### src/sv/uniform_histogram_fill_top_macros.svh
// Assertion macros for the histogram fill block.
// Used by the top level only; needs nothing else.
`ifndef UNIFORM_HISTOGRAM_FILL_TOP_MACROS_SVH
`define UNIFORM_HISTOGRAM_FILL_TOP_MACROS_SVH
`define UHF_ASSERT_IMPL(label, clk, rst, ante, cons, msg) \
   label: assert property (@(posedge clk) disable iff (rst) (ante) |-> (cons)) \
      else $error(msg);
`define UHF_ASSERT_NEXT(label, clk, rst, ante, cons, msg) \
   label: assert property (@(posedge clk) disable iff (rst) (ante) |=> (cons)) \
      else $error(msg);
`endif

### src/sv/uhf_pkg.sv
// Shared types and constants for the histogram fill block.
// No dependencies.
package uhf_pkg;
   localparam int NUM_BINS = 1024;
   localparam int ACCUM_BITS = 48;
   localparam int BIN_BITS = $clog2(NUM_BINS);
   localparam int ADDR_BITS = 11;
   localparam logic [2:0] CLS_IN = 3'd0;
   localparam logic [2:0] CLS_UNDER = 3'd1;
   localparam logic [2:0] CLS_OVER = 3'd2;
   localparam logic [2:0] CLS_INVAL = 3'd3;
   localparam logic [2:0] CLS_READ = 3'd4;
   localparam logic [2:0] REG_LOW = 3'd0;
   localparam logic [2:0] REG_HIGH = 3'd1;
   localparam logic [2:0] REG_WIDTH = 3'd2;
   localparam logic [2:0] REG_INV = 3'd3;
   localparam logic [2:0] REG_COUNT = 3'd4;
   localparam logic [2:0] REG_SQUARES = 3'd5;
   localparam logic [1:0] EV_IN = 2'd0;
   localparam logic [1:0] EV_UNDER = 2'd1;
   localparam logic [1:0] EV_OVER = 2'd2;
   localparam logic [1:0] EV_INVAL = 2'd3;

   typedef struct packed {
      logic                 is_read;
      logic [2:0]           cls;
      logic [BIN_BITS-1:0]  bin;
      logic [ADDR_BITS-1:0] addr;
      logic signed [15:0]   weight;
      logic                 last;
   } job_type;

   function automatic logic signed [ACCUM_BITS-1:0] sat_add_w(
      input logic signed [ACCUM_BITS-1:0] a, input logic signed [15:0] w);
      logic signed [ACCUM_BITS:0] s;
      s = {a[ACCUM_BITS-1], a} + {{(ACCUM_BITS-15){w[15]}}, w};
      if (s[ACCUM_BITS] != s[ACCUM_BITS-1])
         return s[ACCUM_BITS] ? {1'b1, {(ACCUM_BITS-1){1'b0}}}
                              : {1'b0, {(ACCUM_BITS-1){1'b1}}};
      return s[ACCUM_BITS-1:0];
   endfunction

   function automatic logic [ACCUM_BITS-1:0] sat_add_q(
      input logic [ACCUM_BITS-1:0] a, input logic [31:0] q);
      logic [ACCUM_BITS:0] s;
      s = {1'b0, a} + {{(ACCUM_BITS-31){1'b0}}, q};
      return s[ACCUM_BITS] ? {ACCUM_BITS{1'b1}} : s[ACCUM_BITS-1:0];
   endfunction
endpackage

### src/sv/uhf_queue.sv
// Short queue between front and back ends.
// Depends on uhf_pkg.
module uhf_queue (
   input  logic             clock,
   input  logic             reset,
   input  logic             push,
   input  uhf_pkg::job_type push_job,
   input  logic             pop,
   output logic             not_empty,
   output uhf_pkg::job_type head
);
   uhf_pkg::job_type mem_ff [4];
   logic [1:0] wp_ff, rp_ff;
   logic [2:0] cnt_ff;

   assign not_empty = cnt_ff != 3'd0;
   assign head = mem_ff[rp_ff];

   always_ff @(posedge clock) begin
      if (reset) begin
         wp_ff <= '0; rp_ff <= '0; cnt_ff <= '0;
      end else begin
         if (push) wp_ff <= wp_ff + 2'd1;
         if (pop) rp_ff <= rp_ff + 2'd1;
         cnt_ff <= cnt_ff + 3'(push) - 3'(pop);
      end
      if (push) mem_ff[wp_ff] <= push_job;
   end
endmodule

### config.mk
export PLATFORM = sky130hd
export DESIGN_NAME = uhf_queue
export DESIGN_NICKNAME = d
export VERILOG_FILES = /design/src/sv/uniform_histogram_fill_top_macros.svh /design/src/sv/uhf_pkg.sv /design/src/sv/uhf_queue.sv
export SDC_FILE = /design/constraint.sdc
export NUM_CORES = 1
export LEC_CHECK = 0
export ABC_AREA = 1
export BUFFER_PORTS_ARGS = -buffer_cell sky130_fd_sc_hd__buf_2
export CORE_AREA = 2 2 129 131
export CTS_CLUSTER_DIAMETER = 60
export DETAILED_ROUTE_END_ITERATION = 12
export DIE_AREA = 0 0 131 133
export PLACE_DENSITY_LB_ADDON = 0.2
export SLEW_MARGIN = 20
export SYNTH_ARGS = -nofsm -noshare
export SYNTH_HDL_FRONTEND = slang
export SYNTH_SLANG_ARGS = --single-unit
### constraint.sdc
create_clock -name clock -period 4.6 [get_ports clock]
set_input_delay 0.46 -clock clock [delete_from_list [all_inputs] [get_ports clock]]
set_output_delay 0.46 -clock clock [all_outputs]
set_load 0.01 [all_outputs]
* After elaboration in Yosys (flattened, before gate mapping)
Memory sizes are Yosys's and may differ from the RTL's. A register that Yosys moved wholly into a read port is not among the register bits.
Index checks and enable logic that the tools add are counted.
** Storage, ports and cells
- RAM bits :: 168
- Memories kept :: 1
- Register bits :: 7
- Output and inout port bits :: 43
- Logic and storage cells :: 13
** Memory list
- mem_ff :: words 4, width 42, read ports 1, clocked after Yosys merged registers in 1, wr ports 1, line uhf_queue.sv:12 : uhf_pkg::job_type mem_ff [4];
** Cells by class
- Reduce and logical (&&, ||, !) cells :: 1
- Multiplexer cells :: 4
- Add/subtract/negate cells :: 4
** Operator list (number)
- $add A2 B1 Y2 const B :: 2
- $mux W2 :: 2
- $add A3 B1 Y3 :: 1
- $reduce_bool A3 Y1 :: 1
- $sub A3 B1 Y3 :: 1
- $mux W1 :: 2

* Logic depth before layout (Yosys ltp)
Gate-level depths: netlist of run 1.
- Depth after elaboration :: 3
- Gate-level depth with buffers :: 8
- Depth with buffers taken out :: 8

* Worst setup path after synthesis of run 1
Ideal clock, no wire load.
- Path type :: register -> register
- From :: reg wp_ff[0]
- To :: mem mem_ff[2][0] (netlist bit) (enable)
- Stages on the path, launching flop included :: 5
- Library setup time :: 396 ps
- Required time :: 4204 ps
- Arrival :: 1413 ps
- Path slack :: 2791 ps
- Cells stage by stage :: dfxtp_1 -> inv_1 -> ha_1 -> nand2_1 -> inv_1
** RTL lines
- start: declaration :: line uhf_queue.sv:13 : logic [1:0] wp_ff, rp_ff;
- start signal: assignment :: line uhf_queue.sv:23 : if (push) wp_ff <= wp_ff + 2'd1;
- end: declaration :: line uhf_queue.sv:12
Straight into the memory's write port.

==> run metrics, run 1 <==
Die Ht 133 um; Hold Buf Count CTS 0; worst-skew pair later-pin latency 420 ps; cts bufs inserted 17; syn nets 598; worst min-delay path category in2reg; antenna viol nets, final 0; row cnt 47; Fillers between 1k and 1.5k; clk sink count 177; I/O Pins 89; unrepaired setup endpoints after global routing false; Synth area leaders edfxtp_1 (68%), o211ai_2 (7.1%), inv_1 (5.1%); #FFs+latches synth 177; Chip Width 131 um; count of final setup violators 0; vias in the first global route 4041; WL met2 6.165 mm; Multi-input gate area 0.001533 sq mm; synth warn 0; Critical Path Max Stage Delay ~930 ps; status completed; TritonCTS clock tree yes; CTS-repair resized insts 0; Routed Wire Length 12.86 mm; placeable core area 0.01617 sq mm; worst path required time 4140 ps; Fin Clk Skew 6.813 ps; P per Cell Area around 440 mW/mm^2; final setup TNS 0 ps; CP startpoint kind register; synthesized area 0.007375 sq mm; M1 wire length 5.736 mm; Initial Utilization 45.60%; Hold Vio Cnt, Final 0; crit-path max FO between 90 and 100; slew margin rel. 38.43%; WS Path Type reg2out; die area around 0.017 sq mm; Slew @ Worst Pin 923.5 ps; via count 4134; commonest non-fill, non-tap cell in the layout edfxtp_1; H-tree levels 4; initial antenna violation count 2; clk slew on worst S/H paths 60 ps; leakage power 3.300 nW; Critical Path Sink Type output port; Synth Area per Inst between 10 and 15 sq um; met3 WL ~750 um; Final Critical Period about 2900 ps; final cell utilization of the core 52.80%; CP max stage cell dfxtp_4; nets 681; pin count of the biggest net entering global routing 96; initial detailed-routing violation count 265; Setup WS post-layout 1706 ps; PortBufs 88; Mapped Cells 545; sequential-to-total area share from yosys stat approximately 70%; Synth cell types 18; Top Metal Used met5; Global Route Usage Sum 15.88%; CP Cell Sequence buf_12 -> a21oi_1 -> o21ai_0 -> nand2_1 -> buf_2; root buf cell clkbuf_16; period utilisation layout 62.92%; vias per inst 4.796; max-slew violations 0; remaining global-route overflow 0; 1st-pass router iterations 4; global-route wire length before repair 20.51 mm; GP Congestion about 0.71; Yosys top cell area share 68.41%; commonest non-fill, non-tap cells in the layout edfxtp_1 (168), inv_1 (96), buf_2 (88), nand2_1 (62), a21oi_1 (48); DRC Markers 0; Register Area ~0.0052 sq mm; area delta synth->final 15.80%; Fmax achieved 345.5 MHz; clock buffer depth 2; share of post-route cells with drive strength above 1 31.51%; drt wl/cell 14.92 um; Max-Cap Viols 0; largest area contributor in the netlist edfxtp_1; VDD IR max about 0.24 mV; DP HPWL 7.213 mm; post-CTS setup buffer count 0; CP Data Arrival Time around 2400 ps; pre-CTS WS 2168 ps
## kinds of logic (layout without fill, tap and decap cells)
family / after synthesis / count (layout) / share of synthesized area (%)
flip-flops: 177 / 177 / 70.85
AO/OA/AOI/OAI: 136 / 136 / 13.51
buffers and inverters: 128 / 224 / 8.364
AND/OR/NAND/NOR: 97 / 97 / 5.989
adder cells (fa/ha/maj): 7 / 7 / 1.289
other: 0 / 1 / 0
## layer usage
metal / vias up / track usage (%)
met5: - / 0
met4: 2 / 6.206
met3: 15 / 5.499
met2: 81 / 25.01
met1: 1988 / 20.16
li1: 2048 / -
## per-stage QoR
stage          instances  hold slack, ps  power (W)  cell area (sq um)
2_1_floorplan        545           435.6   0.002138               7375
3_3_place_gp         829           434.9   0.002247               7899
3_5_place_dp         829           450.3   0.002263               7904
4_1_cts              861           197.1   0.003770               8537
5_1_grt              861           208.0   0.003886               8537
6_report             862           218.1   0.003729               8539
## cell type report
cell class / instances / share of cell area (%)
clock inverter: 15 / 2.432
multi-input combinational: 240 / 17.95
tap: 220 / 3.223
clock buffer: 17 / 4.982
sequential: 177 / 61.27
inverter: 100 / 4.454
timing repair buffer: 92 / 5.656
antenna: 1 / 0.02930
## worst paths after layout
kind,from,endpoint,slack (ps),cells after the start
worst min register to register,rp_ff[1],register,470,2
worst max-delay path,register,head[2],1710,5
worst max register to register,wp_ff[0],mem_ff[2][22],2950,5
worst min-delay path,reset,cnt_ff[0],220,2
## registers in the layout (all words and copies together) (netlist names), named ones only
name    cells
mem_ff    168
cnt_ff      3
rp_ff       2
wp_ff       2
## synth_stat cells (all sizes together)
master	count
nand2	92
edfxtp	168
nor2	3
inv	100
ha	6
buf	26
o21ai	46
a21oi	48
nand3	2
dfxtp	9
fa	1
clkbuf	2
o211ai	42
## critical path, delay by kind of cell, from the launching register on
family	cells	cell delay (ps)
buffers and inverters	2	620
AND/OR/NAND/NOR	1	110
flip-flops	1	930
AO/OA/AOI/OAI	2	220
## report_power, final
group / leakage [nW] / switching (W) / internal, W
sequential: 1.62 / 0.0000488 / 0.00184
clock: 0.296 / 0.000595 / 0.000914
combinational: 1.39 / 0.000208 / 0.000122
total: 3.30 / 0.000852 / 0.00288
(Power assumes the default switching activity.)
==> inputs of run 2 (changes only) <==
--- a/config.mk
+++ b/config.mk
@@ -5,12 +5,12 @@
 export SDC_FILE = /design/constraint.sdc
 export NUM_CORES = 1
 export LEC_CHECK = 0
-export ABC_AREA = 1
+export ABC_AREA = 0
 export BUFFER_PORTS_ARGS = -buffer_cell sky130_fd_sc_hd__buf_2
-export CORE_AREA = 2 2 129 131
+export CORE_AREA = 2 2 122 124
 export CTS_CLUSTER_DIAMETER = 60
 export DETAILED_ROUTE_END_ITERATION = 12
-export DIE_AREA = 0 0 131 133
+export DIE_AREA = 0 0 124 126
 export PLACE_DENSITY_LB_ADDON = 0.2
 export SLEW_MARGIN = 20
 export SYNTH_ARGS = -nofsm -noshare
==> constraint.sdc (replaced) <==
create_clock -name clock -period 2.9 [get_ports clock]
set_input_delay 0.29 -clock clock [delete_from_list [all_inputs] [get_ports clock]]
set_output_delay 0.29 -clock clock [all_outputs]
set_load 0.01 [all_outputs]
==> run 2 against run 1 <==
- global-route usage down 0.43 points
- highest routed layer unchanged
- register-to-register slack lost 1800 ps
- sequential power is 58% higher
==> run metrics, run 2 <==
status completed; Top FF cell, synth edfxtp_1; DP HPWL 6.921 mm (-4.1%); nets 421 (-38%); CTS-repair resized insts 0 (unchanged); Synth async-reset ratio 0% (unchanged); vias per inst 5.182 (+8.1%); Fmax achieved 423.5 MHz; commonest non-fill, non-tap cells in the layout edfxtp_1 (168), buf_2 (88), mux4_2 (40), clkbuf_16 (17); WS Path Type reg2out; Fin Hold WS 82.70 ps (-135.4 ps); CP Data Arrival Time 2070 ps (-360 ps); CP delay by family, top flip-flops; Synth area leaders edfxtp_1 (77%), mux4_2 (14%), dfxtp_1 (2.8%); top cells by count, synth edfxtp_1 (168), mux4_2 (40), dfxtp_1 (9), ha_1 (6), inv_1 (6); antenna fix cells 0 (-1); leakage power 2.656 nW (-20%); Mapped Cells 261 (-52%); clk slew on worst S/H paths 60 ps (about the same); worst path required time 2610 ps (-1530 ps); Synth cell types 21 (+3); Setup WS post-layout 538.5 ps (-1167 ps); CP max stage cell dfxtp_4; P per Cell Area 727.4 mW/mm^2 (+67%); Fin Clk Skew 4.619 ps (-2.194 ps); worst min-delay path category in2reg; via count 2928 (-29%); max-slew violations 0 (unchanged); count of final setup violators 0 (unchanged); H-tree levels 4 (unchanged); Synth Area per Inst 25.09 sq um (+85%); Initial Utilization 45.74% (+0.14 points); die area 0.01562 sq mm (-10%); Global Route Usage Sum 15.45% (-0.43 points); initial antenna violation count 1 (-1); Cell Area, Placed 0.007226 sq mm (-8.6%); VDD IR max 0.3205 mV (+31%); DRC Markers 0 (unchanged); PortBufs 88 (unchanged); vias in the first global route 3048 (-25%); Critical Path Sink Type output port; number of synthesized flops with an enable pin 168 (unchanged); TritonCTS clock tree yes; Chip Width 124 um (-5.3%); initial detailed-routing violation count 158 (-40%); top-count cell post-synth edfxtp_1; I/O Pins 89 (unchanged); area delta synth->final 18.82%; period utilisation layout 81.43%; GP Congestion 0.6938 (-2.7%); CP Cell Sequence buf_4 -> mux4_2 -> buf_2; syn nets 314 (-47%); global-route wire length before repair 17.00 mm (-17%); Critical Path Max Stage Delay 630 ps (-300 ps); placeable core area 0.01431 sq mm (-11%); Layout Cells excl Fill 565 (-34%); dpl cells 533 (-36%); row cnt 44 (-6.4%); pre-CTS WS 909.2 ps (-1259 ps); biggest regs mem_ff x168, cnt_ff x3; remaining global-route overflow 0 (unchanged); Slew @ Worst Pin 617.0 ps (-306.5 ps); pin count of the biggest net entering global routing 24 (-75%); 1st-pass router iterations 4 (unchanged); Hold Vio Cnt, Final 0 (unchanged); Yosys top cell area share 77.05% (+8.6 points); Final Instance Area 0.007780 sq mm (-8.9%); Routed Wire Length 11.07 mm (-14%); slew margin rel. 58.87% (+20 points); Max-Cap Viols 0 (unchanged); Hold Buf Count CTS 0 (unchanged); Final Critical Period 2362 ps; post-CTS setup buffer count 0 (unchanged); clk sink count 177 (unchanged); antenna viol nets, final 0 (unchanged); CP bufs+invs 2 (unchanged); flip-flop count of the largest register after layout 168 (unchanged); synthesized area 0.006548 sq mm (-11%); Die Ht 126 um (-5.3%); worst-skew pair later-pin latency 420 ps (about the same); final setup TNS 0 ps (unchanged); largest area contributor in the netlist edfxtp_1; unrepaired setup endpoints after global routing false; root buf cell clkbuf_16; synth warn 0 (unchanged); Reg with most FFs mem_ff; sequential-to-total area share from yosys stat 79.80% (+8.9 points); CP startpoint kind register; share of post-route cells with drive strength above 1 44.88% (+13 points); drt wl/cell 19.59 um (+31%); #FFs+latches synth 177 (unchanged); cts bufs inserted 17 (unchanged); crit-path max FO 23 (-76%); clock buffer depth 2 (unchanged); commonest non-fill, non-tap cell in the layout edfxtp_1
run 2: path summary, 6_finish.rpt:
kind | start | endpoint | slack (ps) | cells past startpoint
setup / recovery | register | head[22] | 540 | 3
hold / removal | push_job[8] | mem_ff[0][8] | 80 | 1
setup reg to reg | wp_ff[0] | mem_ff[2][27] | 1180 | 4
hold reg to reg | rp_ff[0] | register | 530 | 2
run 2: layout make-up:
type,count,area (sq um)
sequential,177,5230
multi-input combinational,68,1190
clock inverter,12,117.6
clock buffer,20,436.7
tap,184,230.2
inverter,6,22.52
timing repair buffer,98,553.0
fill,1130,6534
run 2: metrics by stage:
stage | util [%] | power, W
after global routing | 54.35 | 0.005881
after floorplan | - | 0.003385
final | 54.35 | 0.005659
after global placement | 50.48 | 0.003587
after detailed placement | 50.48 | 0.003599
after CTS | 54.35 | 0.005736
run 2: cell families after synthesis:
| logic type | count (synthesis) | synth area share [%] |
|---|---|---|
| mux | 43 | 14.71 |
| flops | 177 | 79.80 |
| xor+xnor | 3 | 0.6306 |
| buf+inv | 16 | 2.102 |
| compound gates | 2 | 0.2292 |
| simple gates | 13 | 1.070 |
| fa+ha+maj | 7 | 1.452 |
run 2: power breakdown:
| group | switching, W | total, W | internal, W |
|---|---|---|---|
| logic | 0.000260 | 0.000533 | 0.000273 |
| clock network | 0.000878 | 0.00213 | 0.00125 |
| registers | 0.0000582 | 0.00299 | 0.00294 |
| total | 0.00120 | 0.00566 | 0.00446 |
run 2: routing by layer:
layer	GRT usage, %	up-vias	share of wire, %
li1	-	1310	-
met1	20.43	1523	43
met2	23.24	75	49
met3	5.978	18	6.3
met4	6.147	2	1.7
met5	0	-	0.12
