`src/sv/uniform_histogram_fill_top_macros.svh`:
```
// Assertion macros for the histogram fill block.
// Used by the top level only; needs nothing else.
`ifndef UNIFORM_HISTOGRAM_FILL_TOP_MACROS_SVH
`define UNIFORM_HISTOGRAM_FILL_TOP_MACROS_SVH
`define UHF_ASSERT_IMPL(label, clk, rst, ante, cons, msg) \
   label: assert property (@(posedge clk) disable iff (rst) (ante) |-> (cons)) \
      else $error(msg);
`define UHF_ASSERT_NEXT(label, clk, rst, ante, cons, msg) \
   label: assert property (@(posedge clk) disable iff (rst) (ante) |=> (cons)) \
      else $error(msg);
`endif

```
`src/sv/uhf_pkg.sv`:
```
// Shared types and constants for the histogram fill block.
// No dependencies.
package uhf_pkg;
   localparam int NUM_BINS = 1024;
   localparam int ACCUM_BITS = 48;
   localparam int BIN_BITS = $clog2(NUM_BINS);
   localparam int ADDR_BITS = 11;
   localparam logic [2:0] CLS_IN = 3'd0;
   localparam logic [2:0] CLS_UNDER = 3'd1;
   localparam logic [2:0] CLS_OVER = 3'd2;
   localparam logic [2:0] CLS_INVAL = 3'd3;
   localparam logic [2:0] CLS_READ = 3'd4;
   localparam logic [2:0] REG_LOW = 3'd0;
   localparam logic [2:0] REG_HIGH = 3'd1;
   localparam logic [2:0] REG_WIDTH = 3'd2;
   localparam logic [2:0] REG_INV = 3'd3;
   localparam logic [2:0] REG_COUNT = 3'd4;
   localparam logic [2:0] REG_SQUARES = 3'd5;
   localparam logic [1:0] EV_IN = 2'd0;
   localparam logic [1:0] EV_UNDER = 2'd1;
   localparam logic [1:0] EV_OVER = 2'd2;
   localparam logic [1:0] EV_INVAL = 2'd3;

   typedef struct packed {
      logic                 is_read;
      logic [2:0]           cls;
      logic [BIN_BITS-1:0]  bin;
      logic [ADDR_BITS-1:0] addr;
      logic signed [15:0]   weight;
      logic                 last;
   } job_type;

   function automatic logic signed [ACCUM_BITS-1:0] sat_add_w(
      input logic signed [ACCUM_BITS-1:0] a, input logic signed [15:0] w);
      logic signed [ACCUM_BITS:0] s;
      s = {a[ACCUM_BITS-1], a} + {{(ACCUM_BITS-15){w[15]}}, w};
      if (s[ACCUM_BITS] != s[ACCUM_BITS-1])
         return s[ACCUM_BITS] ? {1'b1, {(ACCUM_BITS-1){1'b0}}}
                              : {1'b0, {(ACCUM_BITS-1){1'b1}}};
      return s[ACCUM_BITS-1:0];
   endfunction

   function automatic logic [ACCUM_BITS-1:0] sat_add_q(
      input logic [ACCUM_BITS-1:0] a, input logic [31:0] q);
      logic [ACCUM_BITS:0] s;
      s = {1'b0, a} + {{(ACCUM_BITS-31){1'b0}}, q};
      return s[ACCUM_BITS] ? {ACCUM_BITS{1'b1}} : s[ACCUM_BITS-1:0];
   endfunction
endpackage

```
`src/sv/uhf_front.sv`:
```
// Front end: register inputs, classify, compute the bin in stages.
// Depends on uhf_pkg.
module uhf_front (
   input  logic                             clock,
   input  logic                             reset,
   input  logic                             in_valid,
   input  logic                             op,
   input  logic signed [31:0]               value,
   input  logic signed [15:0]               weight,
   input  logic                             invalid,
   input  logic                             last,
   input  logic [uhf_pkg::ADDR_BITS-1:0]    addr,
   input  logic signed [31:0]               low,
   input  logic signed [31:0]               high,
   input  logic [30:0]                      width,
   input  logic [31:0]                      inv,
   input  logic [10:0]                      count,
   output logic                             out_valid,
   output uhf_pkg::job_type                 out_job
);
   // stage 1: classify, difference
   logic v1_ff;
   uhf_pkg::job_type j1_ff;
   logic [31:0] diff1_ff;
   logic signed [31:0] val1_ff;
   logic [10:0] nb1_ff;
   // stage 2: product
   logic v2_ff;
   uhf_pkg::job_type j2_ff;
   logic [63:0] prod2_ff;
   logic signed [31:0] val2_ff;
   logic [10:0] nb2_ff;
   // stage 3: edges
   logic v3_ff;
   uhf_pkg::job_type j3_ff;
   logic [10:0] idx3_ff;
   logic signed [31:0] val3_ff;
   logic [10:0] nb3_ff;
   logic signed [63:0] eup3_ff, edn3_ff;

   uhf_pkg::job_type j1_in, j4_in;
   logic [10:0] nb_in, idx_in, idx2, idx4;
   logic signed [32:0] d33;
   logic [41:0] up_prod, dn_prod;

   always_comb begin
      j1_in = '0;
      j1_in.is_read = op;
      j1_in.addr = addr;
      j1_in.weight = weight;
      j1_in.last = last;
      if (op) j1_in.cls = uhf_pkg::CLS_READ;
      else if (invalid) j1_in.cls = uhf_pkg::CLS_INVAL;
      else if (value < low) j1_in.cls = uhf_pkg::CLS_UNDER;
      else if (value >= high) j1_in.cls = uhf_pkg::CLS_OVER;
      else j1_in.cls = uhf_pkg::CLS_IN;
      d33 = {value[31], value} - {low[31], low};
      nb_in = count;
      if (nb_in == 11'd0) nb_in = 11'd1;
      if (nb_in > 11'(uhf_pkg::NUM_BINS)) nb_in = 11'(uhf_pkg::NUM_BINS);
      idx_in = (prod2_ff[63:32] > {21'd0, nb2_ff - 11'd1}) ? nb2_ff - 11'd1
               : prod2_ff[42:32];
      up_prod = 42'(idx_in + 11'd1) * 42'(width);
      dn_prod = 42'(idx_in) * 42'(width);
      idx2 = idx3_ff;
      if (idx2 + 11'd1 < nb3_ff && 64'(val3_ff) >= eup3_ff) idx2 = idx2 + 11'd1;
      idx4 = idx2;
      if (idx4 > 11'd0 && 64'(val3_ff) < ((idx2 == idx3_ff) ? edn3_ff : eup3_ff))
         idx4 = idx4 - 11'd1;
      j4_in = j3_ff;
      if (j3_ff.cls == uhf_pkg::CLS_IN) j4_in.bin = idx4[uhf_pkg::BIN_BITS-1:0];
      else j4_in.bin = '0;
   end

   always_ff @(posedge clock) begin
      if (reset) begin
         v1_ff <= 1'b0; v2_ff <= 1'b0; v3_ff <= 1'b0; out_valid <= 1'b0;
      end else begin
         v1_ff <= in_valid; v2_ff <= v1_ff; v3_ff <= v2_ff; out_valid <= v3_ff;
      end
      j1_ff <= j1_in; diff1_ff <= d33[31:0]; val1_ff <= value; nb1_ff <= nb_in;
      j2_ff <= j1_ff; prod2_ff <= {32'd0, diff1_ff} * {32'd0, inv};
      val2_ff <= val1_ff; nb2_ff <= nb1_ff;
      j3_ff <= j2_ff; idx3_ff <= idx_in; val3_ff <= val2_ff; nb3_ff <= nb2_ff;
      eup3_ff <= 64'(low) + 64'(up_prod);
      edn3_ff <= 64'(low) + 64'(dn_prod);
      out_job <= j4_in;
   end
endmodule

```
`config.mk`:
```
export PLATFORM = sky130hd
export DESIGN_NAME = uhf_front
export DESIGN_NICKNAME = d
export VERILOG_FILES = /design/src/sv/uniform_histogram_fill_top_macros.svh /design/src/sv/uhf_pkg.sv /design/src/sv/uhf_front.sv
export SDC_FILE = /design/constraint.sdc
export NUM_CORES = 2
export LEC_CHECK = 0
export BUFFER_PORTS_ARGS = -buffer_cell sky130_fd_sc_hd__buf_2
export CORE_MARGIN = 3
export CORE_UTILIZATION = 35
export DETAILED_ROUTE_END_ITERATION = 12
export HOLD_SLACK_MARGIN = 0.02
export PLACE_DENSITY = 0.49
export SYNTH_ARGS = -nofsm -noshare
export SYNTH_HDL_FRONTEND = slang
export SYNTH_SLANG_ARGS = --single-unit
export TNS_END_PERCENT = 20
```
`constraint.sdc`:
```
create_clock -name clock -period 14.2 [get_ports clock]
set_input_delay 2.84 -clock clock [delete_from_list [all_inputs] [get_ports clock]]
set_output_delay 2.84 -clock clock [all_outputs]
set_load 0.02 [all_outputs]
```
After elaboration in Yosys (flattened, before gate mapping)
Index checks and enable logic that the tools add are counted.
{"block": "op_classes", "muxes": 8, "eq_ne": 1, "mul": 3, "n_reduce_logical": 4, "addsub": 7, "magnitude_cmp": 8}
{"operator": "32-bit by 43-bit adder with 44-bit output", "n": 2}
{"operator": "32-bit by 64-bit less-than comparator with 1-bit output", "n": 1}
{"operator": "32-bit by 32-bit multiplier with 64-bit output", "n": 1}
{"operator": "64-bit 2-to-1 mux", "n": 1}
{"operator": "32-bit by 44-bit >= comparator with 1-bit output", "n": 1}
{"operator": "11-bit by 31-bit multiplier with 42-bit output", "n": 1}
{"operator": "12-bit by 31-bit multiplier with 42-bit output", "n": 1}
{"operator": "11-bit 2-to-1 mux", "n": 3}
{"operator": "32-bit >= comparator", "n": 1}
{"operator": "32-bit by 11-bit > comparator with 1-bit output", "n": 1}
{"operator": "32-bit less-than comparator", "n": 1}
{"operator": "32-bit subtractor", "n": 1}
{"operator": "11-bit by 1-bit adder with 12-bit output (second input constant)", "n": 1}
{"operator": "11-bit by 1-bit adder with 11-bit output (second input constant)", "n": 1}
{"operator": "11-bit == test", "n": 1}
{"operator": "11-bit by 1-bit > comparator with 1-bit output (second input constant)", "n": 1}
{"operator": "11-bit > comparator (second input constant)", "n": 1}
{"operator": "11-bit logical NOT", "n": 1}
{"operator": "11-bit less-than comparator", "n": 1}
{"operator": "11-bit by 1-bit subtractor with 11-bit output (second input constant)", "n": 1}
{"operator": "10-bit 2-to-1 mux", "n": 1}
{"operator": "10-bit by 1-bit subtractor with 10-bit output (second input constant)", "n": 1}
{"operator": "2-bit 2-to-1 mux", "n": 3}
{"operator": "3-bit logical NOT", "n": 1}
{"operator": "1-bit logical AND", "n": 2}
{"block": "word_totals", "register_bits": 466, "inputBits": 203}

Logic depth before layout (Yosys ltp)
{"block": "logic_depth", "depth_word": 9, "ltp_mapped": 59}

Least setup slack after synthesis
No wires, ideal clock.
{"block": "synth_timing", "path_kind": "reg-to-reg", "from": "register nb2_ff[2]", "to": "register eup3_ff[42]", "path_buffers": 4, "setup_slack_ps": 2633, "t_required_ps": 14082, "arrival_time_ps": 11449, "path_stages_with_launch": 55, "cell_sequence": "dfxtp_1 nor3_1 nand3_1 nor3_1 xor2_1 inv_1 ha_1 a21o_1 a21o_1 a2111oi_0 o21ai_0 clkbuf_1 clkbuf_1 o21a_1 inv_1 clkbuf_1 ha_1 nand4_1 (+19 left out) nand2_1 a21o_1 a21o_1 a21o_1 a21oi_1 xnor2_1 ha_1 and3_1 nand2_1 a2111oi_0 o211ai_1 a211oi_1 o21ai_0 a21boi_0 nor4_1 o31ai_1 o2bb2ai_1 xnor2_1"}
{"block": "synth_between", "elab_chain_cells": 6}
{"item": "start: declaration", "line_no": "uhf_front.sv:32", "rtl": "logic [10:0] nb2_ff;"}
{"item": "start signal: assignment", "line_no": "uhf_front.sv:83", "rtl": "val2_ff <= val1_ff; nb2_ff <= nb1_ff;"}
{"item": "11-bit by 1-bit subtractor with 11-bit output", "line_no": "uhf_front.sv:61", "rtl": "idx_in = (prod2_ff[63:32] > {21'd0, nb2_ff - 11'd1}) ? nb2_ff - 11'd1"}
{"item": "32-bit by 11-bit > comparator with 1-bit output", "line_no": "uhf_front.sv:61"}
{"item": "11-bit 2-to-1 mux", "line_no": "uhf_front.sv:61"}
{"item": "via idx_in[0]", "line_no": "uhf_front.sv:42", "rtl": "logic [10:0] nb_in, idx_in, idx2, idx4;"}
{"item": "11-bit by 1-bit adder with 12-bit output", "line_no": "uhf_front.sv:63", "rtl": "up_prod = 42'(idx_in + 11'd1) * 42'(width);"}
{"item": "12-bit by 31-bit multiplier with 42-bit output", "line_no": "uhf_front.sv:63"}
{"item": "32-bit by 43-bit adder with 44-bit output", "line_no": "uhf_front.sv:85", "rtl": "eup3_ff <= 64'(low) + 64'(up_prod);"}
{"item": "end signal: assignment", "line_no": "uhf_front.sv:85"}
{"item": "end: declaration", "line_no": "uhf_front.sv:39", "rtl": "logic signed [63:0] eup3_ff, edn3_ff;"}
The timed path passes the listed nets, and every way through them passes these cells.
A chain may end at the register's enable or synchronous reset.

Final worst setup path
{"block": "layout_timing", "from": "register nb2_ff[2]", "to": "register eup3_ff[42]"}
{"block": "layout_between", "elab_chain_cells": 6}
{"item": "11-bit by 1-bit subtractor with 11-bit output (*)", "line_no": "uhf_front.sv:61"}
{"item": "32-bit by 11-bit > comparator with 1-bit output", "line_no": "uhf_front.sv:61"}
{"item": "11-bit 2-to-1 mux (*)", "line_no": "uhf_front.sv:61"}
{"item": "11-bit by 1-bit adder with 12-bit output (*)", "line_no": "uhf_front.sv:63"}
{"item": "12-bit by 31-bit multiplier with 42-bit output (*)", "line_no": "uhf_front.sv:63"}
{"item": "32-bit by 43-bit adder with 44-bit output (*)", "line_no": "uhf_front.sv:85"}
Mark *: on every way between the ends. The rest lies on a longest branch, timed or not.

==> results.cfg <==
[run_status]
status = finished clean

[cts]
postCtsHoldBufs = 0
clock_latency_ns = 0.62
numCtsBuffers = 48
cts_resized = 0
h-tree-depth = 2
cts_tree = built
clock-sinks = 434
root_buffer = clkbuf_16
cts_buffer_depth = 3
path_clk_slew_ns = 0.07
post_cts.repair.setup_buffers = 0

[synthesis]
ys_warn_count = 0
synthCells = 8024
yosysUniqueCellTypes = 75
synth_top_family_by_area = adder cells
ys_ff_latch = 434
synth_nets = 10362
synthAdderAreaFrac = 0.521
muxShareOfSynthArea = 0.00184
synthArstFlopShare = 0
yosys.area.top_type = fa_1
synth_compound_area_frac = 0.0696
postSynthAreaPerCell_um2 = 8.99
yosys-top-cells-area = fa_1 (40%), dfxtp_1 (12%), ha_1 (12%)
synth_simple_gate_area_frac = 0.152
netlist_area_mm2 = 0.0721
synth_edf_count = 0
ys.flop_type = dfxtp_1
synth_top_area_share = 0.402
seq_area_frac_synth = 0.120
synth_xor_area_frac = 0.0302

[global_route]
grt_pass1_wl_mm = 345
grt_max_degree = 87
grt_antenna_before_repair = 21
grt_pass1_vias = 57543
grt-ovfl-total = 0
grt_usage = 0.214

[timing]
slew_headroom = 0.243
worst_clock_skew_ns = 0.0373
hold_viol_final = 0
rsz0062_at_grt = no
tightest_slew_ns = 1.13
finalCritPeriodShare = 0.921
setup_viol = 0
slew_viol_final = 0
post-route-min-period_ns = 13.08
setup_tns_ns = 0
max_freq_mhz = 76.4

[placed_design]
gp_congestion = 0.881
io_buffers = 245
dp_hpwl_mm = 179

[detailed_routing]
avgRoutedWirePerCell_um = 20.7
first_pass_iters = 6
drc = 0
wl_mm = 223
first_iter_violations = 2937
via_count = 53429
ant_nets = 0
avgViaCountPerCell = 4.95

[critical_path]
critPathKind = reg -> reg
endpoint_kind = flip-flop
cp_common_cell = a21o_1
arrival_ns = 13.54
crit_path_max_fanout = 25
cp-start-kind = flip-flop
crit_slowest_cell = a2111oi_1
worstPathRequired_ns = 14.66
cp_slowest_stage_delay_ns = 0.60
rrSetupSlack_ns = 1.12

[floorplanning]
die_y_um = 460
dieWidth_um = 460
core_area_mm2 = 0.204
dieArea_mm2 = 0.212
rows = 165
initial_core_util = 0.354
ios = 246

[cells_and_area]
drive_gt1_frac = 0.0589
layout.nets = 10399
mostFrequentLayoutCell = inv_1
syn2layout_area_growth_pct = 8.03
final_cell_mix = inv_1 (1669), fa_1 (1447), nand2_1 (1387)

[flow_run]
cap_violations = 0

[min_path]
hold_class = reg -> reg
cell families after synthesis:
kind of cell             count (synthesis)
AND/OR/NAND/NOR                       2402
adder cells (fa/ha/maj)               2135
buffers and inverters                 2013
AO/OA/AOI/OAI                          780
flip-flops                             434
XOR/XNOR                               248
multiplexers                            12
registers in the layout, indices dropped and copies added (netlist names), 32 cells and up:
name	flops
val1_ff	32
val2_ff	32
val3_ff	32
edn3_ff	44
out_job	42
diff1_ff	32
j1_ff	32
j2_ff	32
eup3_ff	44
j3_ff	32
prod2_ff	32
metal layers:
layer	GRT usage	routed length [µm]	vias up
met4	0.0730	7910	8
met1	0.278	94300	27423
met5	0	49	-
met3	0.0291	11900	265
met2	0.366	109000	1397
li1	-	-	24336
synthesized netlist by cell type (22+ instances only):
| master | instances |
|---|---|
| and3_1 | 22 |
| dfxtp_1 | 434 |
| nor2b_1 | 52 |
| a211oi_1 | 24 |
| xnor2_1 | 172 |
| xor2_1 | 75 |
| o21ai_0 | 118 |
| o21a_1 | 49 |
| nor2_1 | 204 |
| and2_1 | 473 |
| inv_1 | 1669 |
| fa_1 | 1447 |
| nor3_1 | 52 |
| a21oi_1 | 272 |
| nand4_1 | 50 |
| a21o_1 | 138 |
| ha_1 | 688 |
| o21bai_1 | 32 |
| clkbuf_1 | 332 |
| nand3_1 | 54 |
| nand2_1 | 1387 |
| nand2b_1 | 29 |
area by class of cell:
cell class,count,area [µm²]
Antenna cell,13,32.5
Clock buffer,58,1280
Clock inverter,29,405
Fill cell,20685,126000
Inverter,1669,6260
Multi-Input combinational cell,5577,56000
Sequential cell,434,8700
Tap cell,2672,3340
Timing Repair Buffer,331,1870
path summary, 6_finish.rpt:
kind	startpoint	end	cells past startpoint
setup / recovery	nb2_ff[2]$_DFF_P_	eup3_ff[42]$_DFF_P_	51
hold / removal	j2_ff[14]$_DFF_P_	j3_ff[14]$_DFF_P_	0
setup reg to reg	nb2_ff[2]$_DFF_P_	eup3_ff[42]$_DFF_P_	51
hold reg to reg	j2_ff[14]$_DFF_P_	j3_ff[14]$_DFF_P_	0
stage by stage:
step	worst slack [ns]	utilization	instance area [µm²]	hold WS (ns)	instances
after global routing	0.0864	0.383	77900	0.320	10779
after CTS	0.795	0.382	77800	0.313	10770
final	1.12	0.383	77900	0.310	10783
after global placement	1.08	0.374	76200	0.310	10683
after detailed placement	0.888	0.374	76200	0.312	10683
after floorplan	2.63	-	72100	0.310	8024
worst max-delay path: cells and delay by family, from the launching register on:
family	cells	cell delay, ns
AOI/OAI and AO/OA	21	4.99
xor gates and xnor gates	4	0.94
adders and majority gates	9	3.56
buffers and inverters	6	0.74
DFF	1	0.35
and+or+nand+nor	11	2.32
Power is not shown: default switching activity piles up to over one toggle a cycle in this logic, so the estimate is an artifact.
